===== src/rtl/pmrr_pkg.sv =====
// ----------------------------------------------------------------------------
// pmrr_pkg
// Types and constants shared by the ranged Park-Miller generator and its
// checker.
// ----------------------------------------------------------------------------
`default_nettype none

package pmrr_pkg;

  localparam int SEED_W       = 31;
  localparam int DATA_W       = 32;
  localparam int MULT_W       = 16;
  localparam int MULT_IDX_W   = $clog2(MULT_W);
  localparam int CNT_W        = $clog2(SEED_W);
  localparam int WARMUP_STEPS = 10;
  localparam int WARM_W       = (WARMUP_STEPS > 1) ? $clog2(WARMUP_STEPS) : 1;

  localparam logic [SEED_W-1:0] PM_MODULUS    = 31'h7FFF_FFFF;
  localparam logic [MULT_W-1:0] PM_MULT       = 16'd48271;
  localparam logic [SEED_W-1:0] ZERO_SEED_SUB = 31'd97997;
  localparam logic [SEED_W-1:0] RESET_SEED    = 31'd1;

  localparam logic [1:0] OP_RAW_SIGNED     = 2'd0;
  localparam logic [1:0] OP_SIGNED_RANGE   = 2'd1;
  localparam logic [1:0] OP_RAW_UNSIGNED   = 2'd2;
  localparam logic [1:0] OP_UNSIGNED_BOUND = 2'd3;

  typedef enum logic [2:0] {
    ST_WARM,
    ST_IDLE,
    ST_MUL,
    ST_DIV,
    ST_DONE
  } state_t;

  typedef struct packed {
    logic [1:0]               operation;
    logic signed [DATA_W-1:0] low_bound;
    logic signed [DATA_W-1:0] high_bound;
  } cmd_t;

  typedef struct packed {
    logic signed [DATA_W-1:0] draw_value;
    logic                     range_error;
  } res_t;

endpackage

`default_nettype wire


===== src/rtl/park_miller_ranged_random_top.sv =====
// ----------------------------------------------------------------------------
// park_miller_ranged_random_top
// Two minimal-standard Park-Miller streams (48271 * s mod 2^31-1) with an
// optional bit-serial range reduction of each draw.
// ----------------------------------------------------------------------------
//
//   channel   signals                       transfer when
//   cmd       cmd_valid, cmd_stall, cmd     cmd_valid && !cmd_stall
//   res       res_valid, res_stall, res     res_valid && !res_stall
//   cfg       cfg_write, cfg_data           cfg_write
//
// the stream update runs MSB first over the 16 multiplier bits, one bit a
// cycle: rotate, conditional add of src, conditional subtract of modulus
// raw draws and errors go from transfer through ST_MUL and ST_DONE to the
// result register; ranged draws add a restoring remainder in ST_DIV
// after reset and after a seed write, warm-up runs WARMUP_STEPS stream
// updates with cmd_stall high
// one command at a time; a new command transfers while a result still waits
//
`default_nettype none

module park_miller_ranged_random_top (
  input  logic                         clk,
  input  logic                         rst,
  input  logic                         cmd_valid,
  output logic                         cmd_stall,
  input  pmrr_pkg::cmd_t               cmd,
  output logic                         res_valid,
  input  logic                         res_stall,
  output pmrr_pkg::res_t               res,
  input  logic                         cfg_write,
  input  logic [pmrr_pkg::SEED_W-1:0]  cfg_data
);
  import pmrr_pkg::*;

  localparam logic   WARM_ON     = (WARMUP_STEPS != 0);
  localparam state_t RESET_STATE = WARM_ON ? ST_WARM : ST_IDLE;

  state_t state, state_next;

  logic [SEED_W-1:0]   sstate;
  logic [SEED_W-1:0]   ustate;
  logic [SEED_W-1:0]   src;
  logic [SEED_W-1:0]   acc;
  logic [SEED_W-1:0]   acc_next;
  logic [SEED_W-1:0]   quo_bits;
  logic [CNT_W-1:0]    cnt;
  logic [WARM_W-1:0]   warm_cnt;
  logic [1:0]          op;
  logic [DATA_W-1:0]   lo;
  logic [DATA_W:0]     span;
  logic [DATA_W:0]     span_in;
  logic                err;
  logic                err_in;
  logic [DATA_W-1:0]   draw;
  logic [DATA_W-1:0]   rem;
  logic [DATA_W-1:0]   rem_next;
  logic [DATA_W-1:0]   rem_shift;
  logic [SEED_W-1:0]   seed_in;
  logic [SEED_W-1:0]   rot;
  logic [SEED_W:0]     mul_sum;
  logic [MULT_IDX_W-1:0] mul_idx;
  logic                mul_bit;
  logic                mul_last;
  logic                div_last;
  logic                warm_last;
  logic                res_load;
  res_t                res_d;

  // seed load
  assign seed_in = (cfg_data == '0) ? ZERO_SEED_SUB : cfg_data;

  // one bit of 48271 * src mod 2^31-1
  assign mul_idx  = MULT_IDX_W'(MULT_W - 1) - cnt[MULT_IDX_W-1:0];
  assign mul_bit  = PM_MULT[mul_idx];
  assign rot      = {acc[SEED_W-2:0], acc[SEED_W-1]};
  assign mul_sum  = {1'b0, rot} + (mul_bit ? {1'b0, src} : {(SEED_W+1){1'b0}});
  assign acc_next = (mul_sum >= {1'b0, PM_MODULUS}) ?
                    SEED_W'(mul_sum - {1'b0, PM_MODULUS}) : mul_sum[SEED_W-1:0];

  // one bit of restoring remainder
  assign rem_shift = {rem[DATA_W-2:0], quo_bits[SEED_W-1]};
  assign rem_next  = ({1'b0, rem_shift} >= span) ?
                     DATA_W'({1'b0, rem_shift} - span) : rem_shift;

  assign mul_last  = (cnt == CNT_W'(MULT_W - 1));
  assign div_last  = (cnt == CNT_W'(SEED_W - 1));
  assign warm_last = (warm_cnt == WARM_W'(WARMUP_STEPS - 1));

  // range setup at command transfer
  always_comb begin
    span_in = '0;
    err_in  = 1'b0;
    case (cmd.operation)
      OP_SIGNED_RANGE: begin
        span_in = {cmd.high_bound[DATA_W-1], cmd.high_bound}
                - {cmd.low_bound[DATA_W-1], cmd.low_bound} + (DATA_W+1)'(1);
        err_in  = (cmd.low_bound > cmd.high_bound);
      end
      OP_UNSIGNED_BOUND: begin
        span_in = {1'b0, cmd.high_bound};
        err_in  = (cmd.high_bound == '0);
      end
      default: begin
        span_in = '0;
        err_in  = 1'b0;
      end
    endcase
  end

  assign res_d = '{draw_value: draw, range_error: err};

  always_ff @(posedge clk) begin
    if (rst) begin
      state <= RESET_STATE;
    end else begin
      state <= state_next;
    end
  end

  always_comb begin
    state_next = state;
    cmd_stall  = (state != ST_IDLE);
    res_load   = 1'b0;
    case (state)
      ST_WARM: begin
        if (mul_last && warm_last) begin
          state_next = ST_IDLE;
        end
      end
      ST_IDLE: begin
        if (cmd_valid) begin
          state_next = ST_MUL;
        end
      end
      ST_MUL: begin
        if (mul_last) begin
          state_next = (!op[0] || err) ? ST_DONE : ST_DIV;
        end
      end
      ST_DIV: begin
        if (div_last) begin
          state_next = ST_DONE;
        end
      end
      ST_DONE: begin
        if (!res_valid || !res_stall) begin
          res_load   = 1'b1;
          state_next = ST_IDLE;
        end
      end
      default: begin
        state_next = RESET_STATE;
      end
    endcase
    if (cfg_write) begin
      state_next = WARM_ON ? ST_WARM : ST_IDLE;
    end
  end

  always_ff @(posedge clk) begin
    if (rst) begin
      sstate    <= RESET_SEED;
      ustate    <= RESET_SEED;
      src       <= RESET_SEED;
      acc       <= '0;
      cnt       <= '0;
      warm_cnt  <= '0;
      res_valid <= 1'b0;
    end else begin
      if (res_load) begin
        res_valid <= 1'b1;
        res       <= res_d;
      end else if (res_valid && !res_stall) begin
        res_valid <= 1'b0;
      end

      if (cfg_write) begin
        sstate   <= seed_in;
        ustate   <= seed_in;
        src      <= seed_in;
        acc      <= '0;
        cnt      <= '0;
        warm_cnt <= '0;
      end else begin
        case (state)
          ST_WARM: begin
            if (mul_last) begin
              acc      <= '0;
              cnt      <= '0;
              src      <= acc_next;
              sstate   <= acc_next;
              ustate   <= acc_next;
              warm_cnt <= warm_cnt + WARM_W'(1);
            end else begin
              acc <= acc_next;
              cnt <= cnt + CNT_W'(1);
            end
          end
          ST_IDLE: begin
            if (cmd_valid) begin
              op   <= cmd.operation;
              lo   <= cmd.low_bound;
              span <= span_in;
              err  <= err_in;
              src  <= cmd.operation[1] ? ustate : sstate;
              acc  <= '0;
              cnt  <= '0;
            end
          end
          ST_MUL: begin
            acc <= acc_next;
            if (mul_last) begin
              cnt      <= '0;
              quo_bits <= acc_next;
              rem      <= '0;
              if (op[1]) begin
                ustate <= acc_next;
              end else begin
                sstate <= acc_next;
              end
              if (err) begin
                draw <= (op == OP_SIGNED_RANGE) ? lo : '0;
              end else begin
                draw <= {1'b0, acc_next};
              end
            end else begin
              cnt <= cnt + CNT_W'(1);
            end
          end
          ST_DIV: begin
            quo_bits <= {quo_bits[SEED_W-2:0], 1'b0};
            rem      <= rem_next;
            cnt      <= cnt + CNT_W'(1);
            if (div_last) begin
              draw <= (op == OP_UNSIGNED_BOUND) ? rem_next : lo + rem_next;
            end
          end
          default: begin
          end
        endcase
      end
    end
  end

endmodule

`default_nettype wire


===== config.mk =====
export PLATFORM = sky130hd
export DESIGN_NAME = park_miller_ranged_random_top
export DESIGN_NICKNAME = d
export VERILOG_FILES = /design/src/rtl/pmrr_pkg.sv /design/src/rtl/park_miller_ranged_random_top.sv
export SDC_FILE = /design/constraint.sdc
export NUM_CORES = 1
export LEC_CHECK = 0
export ABC_CLOCK_PERIOD_IN_PS = 18000
export BUFFER_PORTS_ARGS = -buffer_cell sky130_fd_sc_hd__buf_2
export CAP_MARGIN = 20
export CORE_MARGIN = 3
export CORE_UTILIZATION = 51
export CTS_CLUSTER_DIAMETER = 150
export DETAILED_ROUTE_END_ITERATION = 6
export GPL_ROUTABILITY_DRIVEN = 1
export GPL_TIMING_DRIVEN = 1
export PLACE_DENSITY = 0.66
export SETUP_SLACK_MARGIN = 0.5
export SKIP_CTS_REPAIR_TIMING = 1
export SLEW_MARGIN = 20
export SYNTH_ARGS = -nofsm -noshare
export SYNTH_HDL_FRONTEND = slang
export SYNTH_SLANG_ARGS = --single-unit
export TNS_END_PERCENT = 1

===== constraint.sdc =====
create_clock -name clk -period 18 [get_ports clk]
set_input_delay 3.6 -clock clk [delete_from_list [all_inputs] [get_ports clk]]
set_output_delay 3.6 -clock clk [all_outputs]
set_load 0.01 [all_outputs]

==> results by group <==
Die
  • Starting Density: 0.523
  • Num rows: 77
  • Die Y: 220 um
  • IO Count: 137
  • Core Box Area: 44,800 sq um
  • Die ar.: 48,600 sq um
  • Die W: 220 um

Setup path
  • Arr. time, crit path: 7680 ps
  • Max incr delay on CP: 450 ps
  • Data required, critical path: 18,290 ps
  • Reg2reg setup slack: 10,620 ps
  • CP endpoint kind: register
  • Crit Path Max Fanout: 47
  • Most common cell type on the critical path: a21oi_1
  • Critical path class: reg -> reg
  • Slowest CP cell: a211oi_1
  • WP buf/inv: 3
  • Worst Setup Start Kind: register
  • Cell family with most CP delay: compound AO/OA/AOI/OAI gates

Global route
  • Largest net degree at the start of global routing: 83
  • GRT Residual Overflow: 0
  • Number of antenna violations at the first check in global routing: 2
  • Number of global-route vias before repair: 19,300
  • First-pass GRT wire length: 115,000 um
  • Total GRT Usage: 0.308

Place
  • DP Area: 24,700 sq um
  • DP HPWL: 57,600 um
  • GP Congestion: 0.968
  • PortBufs: 136

CTS
  • Clock Tree Root: clkbuf_16
  • CTS Buf Count: 39
  • Clock transition at the registers of the reported paths: 60 ps
  • Clk sink count: 332
  • CTS H-Tree Depth: 2
  • Clock latency on the worst-skew pair: 550 ps
  • CTS tree: yes
  • Max Buffers Root-to-Sink: 3

Cells and area
  • N_diodes: 0
  • Most frequent cells in the layout: 259 x nor2_1, 228 x a21oi_1, 199 x ha_1
  • Share of layout cells above drive strength 1: 0.109
  • # nets final: 3,057
  • Area grow syn2layout: 10.7%
  • Fin area: 26,000 sq um
  • Most common cell after layout, fill and taps aside: nor2_1

Routing
  • DRC viols: 0
  • Vias per cell: 6.28
  • Initial DRC count: 2,541
  • Routed wire length: 76,100 um
  • Routed wire per std cell: 22.6 um
  • Vias: 21,200
  • Remaining antenna violation count: 0
  • DR pass1 iterations: 5

STA
  • Slew margin rel.: 0.185
  • Min Clock Period, post-route: 7380 ps
  • RSZ-0062 raised after global routing: no
  • Max Fclk: 135 MHz
  • Slew @ Worst Pin: 1210 ps
  • Final hold vios: 0
  • Setup_tns: 0 ps
  • Final max-slew violation count: 0
  • Fin crit share: 0.410
  • Clock skew: 15.2 ps
  • Final Setup Violations: 0

Pwr
  • Power per cell area: 73.0 nW/um^2
  • Logic gate share of total power: 0.160
  • Clock network fraction of design power: 0.402
  • Seq pwr share: 0.438
  • Int Power: 1380 uW
  • Worst vdd ir: 0.0000708 V
  • Switch share: 0.273
  • Leak Pwr: 0.0112 uW
  • P_sw: 518 uW

Yosys
  • Predominant post-synthesis flop cell: edfxtp_1
  • #FFs+latches synth: 332
  • Post-Syn Nets: 2,968
  • Post-Synthesis Cells: 2,662
  • Yosys cell types: 97
  • Syn avg cell area: 8.81 sq um
  • Post-synth EDFFs: 195
  • Post-synth ARST share: 0
  • Seq/Total Area, Yosys: 0.367
  • Mapped Area: 23,500 sq um
  • Yosys warns: 0

Min path
  • HP Class: reg -> reg

Run status
  • Status: completed

Job
  • Max-cap violations: 0
## cell type report
cell class                 instances  area [sq um]
tap                              592           741
inverter                         170           638
clock buffer                      54          1110
fill                            4039         18800
clock inverter                    16           106
timing repair buffer             166           908
multi-input combinational       2042         13800
sequential                       332          8600
## metal layers
| layer | routed length [um] | vias up | part of all wire | track usage |
|---|---|---|---|---|
| met4 | 2020 | 0 | 0.026 | 0.0822 |
| met5 | 0 | - | 0 | 0 |
| met1 | 34900 | 10200 | 0.46 | 0.470 |
| met3 | 7850 | 110 | 0.10 | 0.0688 |
| li1 | - | 9928 | - | - |
| met2 | 31300 | 980 | 0.41 | 0.439 |
## Yosys cell counts, drive strengths merged, types with 11 or more instances
master  number  share of area
a211o       15         0.0056
a211oi      59          0.019
a21boi      11         0.0035
a21o        73          0.023
a21oi      230          0.050
a221oi      21         0.0091
a22o        14         0.0052
a31oi       48          0.013
and2        62          0.017
and3        24         0.0064
buf         15         0.0031
clkbuf     103          0.016
dfxtp      137           0.12
edfxtp     195           0.25
ha         199           0.11
inv        168          0.027
mux2        16         0.0077
mux2i       47          0.020
nand2      199          0.032
nand2b      23         0.0061
nand3       54          0.012
nand4       37          0.010
nor2       263          0.042
nor2b       22         0.0062
nor3        57          0.013
nor4        33         0.0097
o211ai      21         0.0067
o21a        28         0.0090
o21ai      181          0.039
o21bai      14         0.0045
o31ai       16         0.0053
or2         15         0.0040
or3         11         0.0029
xnor2       71          0.027
xor2        54          0.020
## final timing paths
kind                  from       end  depth (start not counted)
setup reg to reg    rem[0]  draw[30]                         28
hold / removal    draw[24]   res[25]                          0
hold reg to reg   draw[24]   res[25]                          0
setup / recovery    rem[0]  draw[30]                         28
## cells by family (layout without fill, tap and decap cells)
kind of cell / after synthesis / after routing / synth area share
compound gates: 820 / 820 / 0.228
xor+xnor: 125 / 125 / 0.0476
fa+ha+maj: 204 / 204 / 0.110
buf+inv: 288 / 406 / 0.0468
flops: 332 / 332 / 0.367
mux: 63 / 63 / 0.0279
simple gates: 830 / 830 / 0.173
## sequential cells by signal, indices dropped and copies added, names as in the netlist
register	cells
ustate	31
op	2
cnt	5
warm_cnt	4
lo	32
span	33
quo_bits	31
state	3
rem	31
err	1
draw	32
res	33
res_valid	1
acc	31
sstate	31
src	31
## power groups by stage
| stage | clock, uW | sequential, uW | combinational, uW |
|---|---|---|---|
| finish | 761 | 830 | 302 |
| global route | 806 | 831 | 328 |
| CTS | 774 | 829 | 295 |
| detailed placement | 0 | 845 | 293 |
| global placement | 0 | 845 | 289 |
| floorplan | 0 | 841 | 195 |
## per-stage QoR
stage | power (uW) | hold WS, ps | worst slack, ps | std cells | util
CTS | 1900 | 416 | 10820 | 3372 | 0.579
detailed placement | 1140 | 406 | 10540 | 3302 | 0.552
global route | 1960 | 424 | 10020 | 3372 | 0.579
floorplan | 1040 | 400 | 10110 | 2662 | -
global placement | 1130 | 405 | 10600 | 3302 | 0.551
finish | 1890 | 409 | 10620 | 3372 | 0.579
Power figures use the tool's default switching activity.
